### src/rtl/lcr_pkg.sv
// Shared types, byte codes and keyword tables for the line command recognizer.
`default_nettype none

package lcr_pkg;

   // Default line capacity; the store holds one character less than this.
   localparam int LINE_CAPACITY_DEFAULT = 20;

   // Line terminator bytes and the zero byte.
   localparam logic [7:0] BYTE_LF = 8'd10;
   localparam logic [7:0] BYTE_CR = 8'd13;
   localparam logic [7:0] BYTE_NUL = 8'd0;

   // Command codes.
   localparam logic [2:0] CMD_NONE = 3'd0;
   localparam logic [2:0] CMD_ARM = 3'd1;
   localparam logic [2:0] CMD_DISARM = 3'd2;
   localparam logic [2:0] CMD_HB_ACK = 3'd3;
   localparam logic [2:0] CMD_FORCE_ALARM = 3'd4;
   localparam logic [2:0] CMD_STOP_ALARM = 3'd5;
   localparam logic [2:0] CMD_QUERY = 3'd6;
   localparam logic [2:0] CMD_RESTART = 3'd7;

   // Keyword table. Text is right-justified in the packed vector.
   localparam int KW_NUM = 9;
   localparam int KW_MAX_LEN = 14;

   typedef logic [KW_MAX_LEN*8-1:0] kw_text_type;

   localparam kw_text_type KW_TEXT [KW_NUM] = '{
      "1", "0", "HB_ACK", {"ERZWINGE", "_ALARM"}, {"ALARM", "_STOP"},
      "SCHARF", "UNSCHARF", "STATUS", "REBOOT"
   };

   localparam int KW_LEN [KW_NUM] = '{1, 1, 6, 14, 10, 6, 8, 6, 6};

   localparam logic [2:0] KW_CODE [KW_NUM] = '{
      CMD_ARM, CMD_DISARM, CMD_HB_ACK, CMD_FORCE_ALARM, CMD_STOP_ALARM,
      CMD_ARM, CMD_DISARM, CMD_QUERY, CMD_RESTART
   };

   // One result item.
   typedef struct packed {
      logic [2:0] command;
      logic       line_complete;
   } rsp_type;

   // Character at position p (first character is position 0) of keyword k.
   function automatic logic [7:0] kw_char(input int k, input int p);
      kw_char = KW_TEXT[k][8*(KW_LEN[k]-1-p) +: 8];
   endfunction

endpackage

`default_nettype wire

### src/rtl/line_command_recognizer_unit.sv
// Top level of the line command recognizer: input register, line tracker, result register.
//
//   Channel  Ports                                   Dir  Meaning
//   req      req_valid, req_ready, req_rx_byte       in   one received byte
//   rsp      rsp_valid, rsp_ready, rsp_command,      out  command code per byte
//            rsp_line_complete
//
// One byte is accepted per cycle while the result is not stalled; each byte
// passes the input register, then the result register, to the rsp ports. The
// line state update and the parallel keyword compare sit between those two
// registers. Synchronous reset empties the line. A stalled result holds the
// pipeline, while the input register still takes a byte if it is empty.
`default_nettype none

module line_command_recognizer_unit #(
   parameter int LINE_CAPACITY = lcr_pkg::LINE_CAPACITY_DEFAULT
) (
   input  wire logic       clock,
   input  wire logic       reset,
   input  wire logic       req_valid,
   output logic            req_ready,
   input  wire logic [7:0] req_rx_byte,
   output logic            rsp_valid,
   input  wire logic       rsp_ready,
   output logic [2:0]      rsp_command,
   output logic            rsp_line_complete
);

   logic             in_valid_ff;
   logic [7:0]       in_byte_ff;
   logic             out_valid_ff;
   lcr_pkg::rsp_type out_ff;
   lcr_pkg::rsp_type result;
   logic             advance;

   // The staged byte moves on when the result register is free or being emptied.
   assign advance = in_valid_ff && (!out_valid_ff || rsp_ready);
   assign req_ready = !in_valid_ff || advance;

   lcr_line_tracker #(
      .LINE_CAPACITY(LINE_CAPACITY)
   ) u_tracker (
      .clock  (clock),
      .reset  (reset),
      .advance(advance),
      .rx_byte(in_byte_ff),
      .result (result)
   );

   // Input register.
   always_ff @(posedge clock) begin
      if (reset) begin
         in_valid_ff <= 1'b0;
      end else if (req_ready) begin
         in_valid_ff <= req_valid;
      end
   end

   always_ff @(posedge clock) begin
      if (req_valid && req_ready) begin
         in_byte_ff <= req_rx_byte;
      end
   end

   // Result register.
   always_ff @(posedge clock) begin
      if (reset) begin
         out_valid_ff <= 1'b0;
      end else if (advance) begin
         out_valid_ff <= 1'b1;
      end else if (rsp_ready) begin
         out_valid_ff <= 1'b0;
      end
   end

   always_ff @(posedge clock) begin
      if (advance) begin
         out_ff <= result;
      end
   end

   assign rsp_valid = out_valid_ff;
   assign rsp_command = out_ff.command;
   assign rsp_line_complete = out_ff.line_complete;

   // A command is only reported on a completed line.
   a_cmd_needs_line: assert property (@(posedge clock) disable iff (reset)
      (rsp_valid && !rsp_line_complete) |-> (rsp_command == lcr_pkg::CMD_NONE))
      else $error("command reported without a completed line");

   // A full pipeline with a stalled result takes no new byte.
   a_full_stall: assert property (@(posedge clock) disable iff (reset)
      (in_valid_ff && out_valid_ff && !rsp_ready) |-> !req_ready)
      else $error("byte accepted while pipeline is full and stalled");

endmodule

`default_nettype wire

### src/rtl/lcr_keyword_match.sv
// Parallel keyword compare: per-position character hits and final command lookup.
`default_nettype none

module lcr_keyword_match #(
   parameter int FILL_W = 5
) (
   input  wire logic [7:0]                rx_byte,
   input  wire logic [FILL_W-1:0]         position,
   input  wire logic [FILL_W-1:0]         eff_len,
   input  wire logic [lcr_pkg::KW_NUM-1:0] prefix_ok,
   output logic      [lcr_pkg::KW_NUM-1:0] char_hit,
   output logic      [2:0]                command
);

   logic [lcr_pkg::KW_NUM-1:0][lcr_pkg::KW_MAX_LEN-1:0] pos_hit;

   // Each keyword checks the incoming byte against its character at this position.
   for (genvar k = 0; k < lcr_pkg::KW_NUM; k++) begin : g_kw
      for (genvar p = 0; p < lcr_pkg::KW_MAX_LEN; p++) begin : g_pos
         if (p < lcr_pkg::KW_LEN[k]) begin : g_used
            assign pos_hit[k][p] = (position == FILL_W'(p))
                                   && (rx_byte == lcr_pkg::kw_char(k, p));
         end else begin : g_unused
            assign pos_hit[k][p] = 1'b0;
         end
      end
      assign char_hit[k] = |pos_hit[k];
   end

   // A keyword matches when every character so far agreed and the length is exact.
   always_comb begin
      command = lcr_pkg::CMD_NONE;
      for (int k = lcr_pkg::KW_NUM - 1; k >= 0; k--) begin
         if (prefix_ok[k] && (eff_len == FILL_W'(lcr_pkg::KW_LEN[k]))) begin
            command = lcr_pkg::KW_CODE[k];
         end
      end
   end

endmodule

`default_nettype wire

### src/rtl/lcr_line_tracker.sv
// Line state: fill count, effective length, zero-byte flag and keyword prefix flags.
`default_nettype none

module lcr_line_tracker #(
   parameter int LINE_CAPACITY = lcr_pkg::LINE_CAPACITY_DEFAULT
) (
   input  wire logic            clock,
   input  wire logic            reset,
   input  wire logic            advance,
   input  wire logic [7:0]      rx_byte,
   output lcr_pkg::rsp_type     result
);

   localparam int FILL_W = $clog2(LINE_CAPACITY);
   localparam logic [FILL_W-1:0] STORE_DEPTH = FILL_W'(LINE_CAPACITY - 1);

   logic [FILL_W-1:0]          fill_ff, fill_in;
   logic [FILL_W-1:0]          eff_len_ff, eff_len_in;
   logic                       zero_seen_ff, zero_seen_in;
   logic [lcr_pkg::KW_NUM-1:0] prefix_ok_ff, prefix_ok_in;
   logic [lcr_pkg::KW_NUM-1:0] char_hit;
   logic [2:0]                 match_command;
   logic                       is_term;

   lcr_keyword_match #(
      .FILL_W(FILL_W)
   ) u_match (
      .rx_byte  (rx_byte),
      .position (fill_ff),
      .eff_len  (eff_len_ff),
      .prefix_ok(prefix_ok_ff),
      .char_hit (char_hit),
      .command  (match_command)
   );

   assign is_term = (rx_byte == lcr_pkg::BYTE_LF) || (rx_byte == lcr_pkg::BYTE_CR);

   // Next line state and the result for the byte being processed.
   always_comb begin
      fill_in = fill_ff;
      eff_len_in = eff_len_ff;
      zero_seen_in = zero_seen_ff;
      prefix_ok_in = prefix_ok_ff;
      result.command = lcr_pkg::CMD_NONE;
      result.line_complete = 1'b0;
      priority if (is_term) begin
         if (fill_ff != '0) begin
            result.command = match_command;
            result.line_complete = 1'b1;
            fill_in = '0;
            eff_len_in = '0;
            zero_seen_in = 1'b0;
            prefix_ok_in = '1;
         end
      end else if (fill_ff < STORE_DEPTH) begin
         fill_in = fill_ff + 1'b1;
         if (!zero_seen_ff) begin
            if (rx_byte == lcr_pkg::BYTE_NUL) begin
               zero_seen_in = 1'b1;
            end else begin
               eff_len_in = eff_len_ff + 1'b1;
               prefix_ok_in = prefix_ok_ff & char_hit;
            end
         end
      end else begin
         // Store overflow: the line is discarded and this byte dropped.
         fill_in = '0;
         eff_len_in = '0;
         zero_seen_in = 1'b0;
         prefix_ok_in = '1;
      end
   end

   // State registers update once per processed byte.
   always_ff @(posedge clock) begin
      if (reset) begin
         fill_ff <= '0;
         eff_len_ff <= '0;
         zero_seen_ff <= 1'b0;
         prefix_ok_ff <= '1;
      end else if (advance) begin
         fill_ff <= fill_in;
         eff_len_ff <= eff_len_in;
         zero_seen_ff <= zero_seen_in;
         prefix_ok_ff <= prefix_ok_in;
      end
   end

   // The fill count never passes the store depth.
   a_fill_bound: assert property (@(posedge clock) disable iff (reset)
      fill_ff <= STORE_DEPTH)
      else $error("fill count beyond store depth");

   // Before any zero byte, the compared length is the whole line.
   a_eff_tracks_fill: assert property (@(posedge clock) disable iff (reset)
      !zero_seen_ff |-> (eff_len_ff == fill_ff))
      else $error("effective length diverged from fill count");

   // A completed line always leaves the tracker empty.
   a_clear_after_line: assert property (@(posedge clock) disable iff (reset)
      (advance && result.line_complete) |=> (fill_ff == '0 && !zero_seen_ff))
      else $error("line state not cleared after completion");

endmodule

`default_nettype wire
### config.mk
export PLATFORM = sky130hd
export DESIGN_NAME = line_command_recognizer_unit
export DESIGN_NICKNAME = d
export VERILOG_FILES = /design/src/rtl/lcr_pkg.sv /design/src/rtl/line_command_recognizer_unit.sv /design/src/rtl/lcr_keyword_match.sv /design/src/rtl/lcr_line_tracker.sv
export SDC_FILE = /design/constraint.sdc
export NUM_CORES = 1
export LEC_CHECK = 0
export BUFFER_PORTS_ARGS = -buffer_cell sky130_fd_sc_hd__buf_2
export CAP_MARGIN = 20
export CORE_ASPECT_RATIO = 0.8
export CORE_MARGIN = 8
export CORE_UTILIZATION = 57
export CTS_CLUSTER_SIZE = 12
export DETAILED_ROUTE_END_ITERATION = 8
export HOLD_SLACK_MARGIN = 0.08
export PLACE_DENSITY = 0.76
export SYNTH_ARGS = -nofsm -noshare
export SYNTH_HDL_FRONTEND = slang
export SYNTH_SLANG_ARGS = --single-unit
export TNS_END_PERCENT = 20
### constraint.sdc
create_clock -name clock -period 2.5 [get_ports clock]
set_input_delay 0 -clock clock [delete_from_list [all_inputs] [get_ports clock]]
set_output_delay 0 -clock clock [all_outputs]
set_load 0.05 [all_outputs]
# Yosys cells after proc, flatten, opt, wreduce, memory -nomap -nowiden
# Cells that the tools add are included.
# op_classes
bitwise_logic,3
reduce_logical,87
add_sub_neg,2
n_eq_ne,46
muxes,29
n_lt_le_gt_ge,1
# ops
cell,n
$eq A8 B7 Y1 const B,21
$logic_and A1 B1 Y1,66
$eq A5 B4 Y1 const B,9
$mux W9,5
$mux W5,7
$eq A5 B3 Y1 const B,5
$reduce_or A6 Y1,4
$mux W3,6
$eq A8 B4 Y1 const B,2
$eq A8 B6 Y1 const B,2
$reduce_or A14 Y1,1
$add A5 B1 Y5 const B,2
$eq A5 B1 Y1 const B,2
$eq A5 B2 Y1 const B,2
$reduce_or A10 Y1,1
$and A9 B9 Y9,1
$mux W1,9
$logic_not A8 Y1,1
$reduce_or A8 Y1,1
$logic_not A5 Y1,1
$lt A5 B5 Y1 const B,1
$reduce_bool A5 Y1,1
$reduce_or A5 Y1,1
$mux W2,2
10 further kinds,15
# totals
ff_bits,34
input_bits,12

# Logic depth before layout (Yosys ltp)
# depth
word_depth,11
depth_mapped,9

# By module
# From an unflattened synthesis, not the netlist that was laid out.
# unflattened
hier_cells,286
hier_area_um2,2397.3
# modules_own_cells
module,n_inst,area_each_um2,seq_area_each_um2,cells_each
lcr_line_tracker,1,969.7,400.4,108
lcr_keyword_match,1,963.4,0.0,156
line_command_recognizer_unit,1,464.2,400.4,22

# Least setup slack after synthesis
# OpenSTA, ideal clock, no wires.
# synth_path
path_kind,register to register
start,register out_valid_ff (netlist: rsp_valid)
end,register u_tracker.eff_len_ff[4]
required_ns,2.434
stages_incl_launch_ff,7
slack_ns,0.459
arrival_time_ns,1.975
cell_sequence,dfxtp_1 nor2b_1 nor2b_1 clkbuf_1 o311ai_4 or4_1 a21oi_2
# synth_between
elab_chain_len,4
# synth_lines
item,line,text
from (decl),line_command_recognizer_unit.sv:31,logic out_valid_ff;
from (signal assigned),line_command_recognizer_unit.sv:68,out_valid_ff <= 1'b0;
from (signal assigned),line_command_recognizer_unit.sv:70,out_valid_ff <= 1'b1;
from (signal assigned),line_command_recognizer_unit.sv:72,out_valid_ff <= 1'b0;
$logic_not A1 Y1,line_command_recognizer_unit.sv:37,assign advance = in_valid_ff && (!out_valid_ff || rsp_ready);
$logic_or A1 B1 Y1,line_command_recognizer_unit.sv:37,
$logic_and A1 B1 Y1,line_command_recognizer_unit.sv:37,
named net advance,line_command_recognizer_unit.sv:34,logic advance;
$reduce_and A4 Y1 (no source line),-,
to (signal assigned),lcr_line_tracker.sv:83,eff_len_ff <= eff_len_in;
to (decl),lcr_line_tracker.sv:18,"logic [FILL_W-1:0] eff_len_ff, eff_len_in;"
# The timed path passes the listed nets, and every way through them passes these cells.
# A chain may end at the register's enable or synchronous reset.

# Final worst setup path
# layout_path
start,register u_tracker.fill_ff[0]
end,register u_tracker.prefix_ok_ff[8] in the netlist's numbering
# layout_between
elab_chain_len,8
elab_cells_between_ends,24
# layout_lines
item,line,text
from (decl),lcr_line_tracker.sv:17,"logic [FILL_W-1:0] fill_ff, fill_in;"
from (signal assigned),lcr_line_tracker.sv:82,fill_ff <= fill_in;
"$eq A5 B1 Y1, or another cell as far along",lcr_keyword_match.sv:21,assign pos_hit[k][p] = (position == FILL_W'(p))
$logic_and A1 B1 Y1,lcr_keyword_match.sv:22,"&& (rx_byte == lcr_pkg::kw_char(k, p));"
$reduce_or A6 Y1,lcr_keyword_match.sv:27,assign char_hit[k] = |pos_hit[k];
$and A9 B9 Y9,lcr_line_tracker.sv:62,prefix_ok_in = prefix_ok_ff & char_hit;
$mux W9,lcr_line_tracker.sv:58,if (rx_byte == lcr_pkg::BYTE_NUL) begin
$mux W9,lcr_line_tracker.sv:57,if (!zero_seen_ff) begin
$mux W9,lcr_line_tracker.sv:55,end else if (fill_ff < STORE_DEPTH) begin
$mux W9,lcr_line_tracker.sv:46,priority if (is_term) begin
to (signal assigned),lcr_line_tracker.sv:85,prefix_ok_ff <= prefix_ok_in;
to (decl),lcr_line_tracker.sv:20,"logic [lcr_pkg::KW_NUM-1:0] prefix_ok_ff, prefix_ok_in;"
# Parallel ways exist; a longest one is shown, timed or not. The select of a mux whose other input is x is not followed.

==> run summary <==
Finished Layout Cells: 368
Seq/Total Area, Yosys: 0.327
RSZ-0062 raised after global routing: no
Via count: 2,349
Clock Sinks: 34
Post-Synthesis Cell Area: 2450 sq um
Syn nets: 298
Synth top area cells: dfxtp_1, edfxtp_1, nand2_1, ha_1, nor2b_1
Critical Path RT: 2.71 ns
Die Area: 6670 sq um
Final setup vio count: 0
Initial Util: 0.590
Largest stage delay, worst path: 0.84 ns
Cell row count: 21
Die Y: 74.7 microns
Worst R2R Setup Slack: 0.19 ns
Final GP Congestion: 0.977
Crit path launch type: flop
Critical Path AT: 2.52 ns
P per Cell Area: 451 nW/um^2
CTS-repair resized insts: 0
Final Hold Vio Count: 0
FMAX: 433 MHz
Num CTS Buffers: 5
CP endpoint kind: flop
Clock-pin slew on the worst setup and hold paths: 0.07 ns
Post-layout util: 0.685
Hold worst-path end: in_byte_ff[0]
TritonCTS clock tree: yes
Clock network fraction of total power: 0.331
Core Region: 4150 sq um
I/O pin cnt: 18
Post-synth EDFFs: 12
PortBufs: 17
Routed met1 length: 2810 microns
Post-synth ARST share: 0
Status: complete, no violations
Worst R2R Path Depth: 6
Ant diodes: 0
Worst-margin pin slew: 1.02 ns
Worst Clk Skew: 0.00488 ns
Switching share of power: 0.282
Final Max Tran Viols: 0
Slew headroom: 0.307
Hold Crit Start: req_rx_byte[0]
Clk buf depth: 2
Placed Cells: 347
Crit Path Class: flop to flop
Via density: 6.38
CTS root buf: clkbuf_8
Worst path slowest cell: nor4b_1
Crit path max fanout: 6
Top sig layer: met4
Int Power: 0.921 mW
Initial DRC count: 267
Place WS: 0.297 ns
Yosys top cell by area: dfxtp_1
Area growth from synthesis to layout: 16.1%
Clk Latency, worst-skew pair: 0.29 ns
Reg2reg start: u_tracker.fill_ff[0]
First-pass GRT wire length: 10,100 microns
HP Class: input pin to flop
Total wire length: 6240 microns
Share of total power in sequential cells: 0.490
Largest net degree at the start of global routing: 19
Final worst-path cycle share: 0.923
#FFs+latches synth: 34
Top_reg_cell synth: dfxtp_1
# nets final: 330
Initial antenna violation count: 0
WL met2: 2740 microns
Routed Antenna Nets: 0
Dpl hpwl: 4340 microns
Final setup TNS: 0 ns
Post-Synthesis Cells: 278
DR WL/cell: 16.9 microns
Grt ovf: 0
Max-cap violations: 0
Ys Warns: 0
Min Tclk post-route: 2.31 ns
Fill cell count: 342
Htree depth: 2
Post-Syn Area per Cell: 8.82 sq um
Area occupied by multi-input gates: 1490 sq um
Hold path cells: 2
Share of the synthesized area in the top cell type: 0.180
Met3 WL: 573 microns
Logic pwr share: 0.179
1st-pass router iterations: 6
Seq. cell area: 801 sq um
Library cells used by synthesis: 64
Layout cells sized above 1: 0.196
DIE WIDTH: 89.3 microns
GR Util All Layers: 0.197
Vias in the first global route: 2,117
DR DRC count: 0
Worst vdd ir: 0.000403 V
CP cell instances: ha_1, nor4b_1, a32oi_1, o32ai_1, a211oi_1, o21ai_0
Sw Pwr: 0.362 mW
Final worst slack: 0.192 ns
Reg-to-reg critical path endpoint: u_tracker.prefix_ok_ff[8]
Static leakage: 1.02 nW
layout make-up:
type,count,share of cell area
Clock buffer,6,0.0290
Timing Repair Buffer,47,0.120
Sequential cell,34,0.281
Clock inverter,2,0.00396
Multi-Input combinational cell,209,0.523
Inverter,13,0.0172
Tap cell,57,0.0251
synth_stat cells, drive strengths merged (3+ instances only):
cell / n
mux2i: 5
clkbuf: 12
o2111ai: 3
nor2: 24
nor4bb: 4
buf: 10
and3b: 4
o21ai: 10
dfxtp: 22
nor4b: 10
a21oi: 11
a32oi: 5
nor2b: 13
and2: 3
a21boi: 3
ha: 8
nand3: 10
o211ai: 5
edfxtp: 12
o31ai: 7
inv: 13
nand2: 31
a22oi: 6
nand4: 5
a211oi: 3
o22ai: 3
per-stage QoR:
stage | hold WS (ns) | total power, mW | instance area, sq um
global route | 0.419 | 1.33 | 2850
floorplan | 0.0691 | 0.788 | 2450
finish | 0.417 | 1.28 | 2850
CTS | 0.405 | 1.28 | 2850
detailed placement | 0.178 | 0.848 | 2620
global placement | 0.176 | 0.847 | 2620
worst max path at each step:
stage                         start                         to
2_1_floorplan             rsp_valid    u_tracker.eff_len_ff[4]
3_3_place_gp   u_tracker.fill_ff[0]    u_tracker.eff_len_ff[4]
3_5_place_dp   u_tracker.fill_ff[0]    u_tracker.eff_len_ff[3]
4_1_cts        u_tracker.fill_ff[0]    u_tracker.eff_len_ff[3]
5_1_grt        u_tracker.fill_ff[0]  u_tracker.prefix_ok_ff[2]
6_report       u_tracker.fill_ff[0]  u_tracker.prefix_ok_ff[8]
power groups by stage:
stage	registers [mW]	logic (mW)	clock network, mW
after floorplan	0.644	0.144	0
final	0.629	0.230	0.424
after global placement	0.640	0.207	0
after detailed placement	0.641	0.207	0
after global routing	0.632	0.246	0.453
after CTS	0.628	0.223	0.430
metal layers:
layer / vias to the layer above / track usage
met3: 15 / 0.0458
met4: 0 / 0.0754
met5: - / 0
met2: 126 / 0.305
li1: 1102 / -
met1: 1106 / 0.259
registers in the layout, indices dropped and copies added (netlist names):
signal and flops:
in_byte_ff 8, u_tracker.zero_seen_ff 1, rsp_line_complete 1, u_tracker.fill_ff 5
rsp_command 3, u_tracker.prefix_ok_ff 9, rsp_valid 1, in_valid_ff 1
u_tracker.eff_len_ff 5
cells by family (layout without fill, tap and decap cells):
family | count (synthesis) | count (layout) | synth area share
DFF | 34 | 34 | 0.327
AOI/OAI and AO/OA | 71 | 71 | 0.228
muxes | 6 | 6 | 0.0250
buffers and inverters | 35 | 68 | 0.0664
xor gates and xnor gates | 4 | 4 | 0.0143
adders and majority gates | 8 | 8 | 0.0408
and+or+nand+nor | 120 | 120 | 0.299
critical path: cells and delay by family, from the launching register on:
kind / cells / cell delay, ns
compound gates: 4 / 0.70
flops: 1 / 0.46
simple gates: 1 / 0.84
fa+ha+maj: 1 / 0.24
placed cells by master (no fill, tap or decap), drive strengths merged, types with 3 or more instances in the layout:
cell	instances
nor4bb	4
nand4	5
a211oi	3
nor2	24
nand3	10
and2	3
o2111ai	3
and3b	4
a21oi	11
edfxtp	12
nand2	31
a21boi	3
inv	14
a32oi	5
nor2b	13
dfxtp	22
o211ai	5
a22oi	6
dlygate4sd3	13
o22ai	3
ha	8
buf	34
mux2i	5
nor4b	10
o31ai	7
o21ai	10
clkbuf	6
timing repair:
item	in CTS	in global routing
setup buffers	0	0
endpoints found under the hold margin	20	0
hold buffers	13	0
No activity file was read; power rests on OpenSTA's default activity.
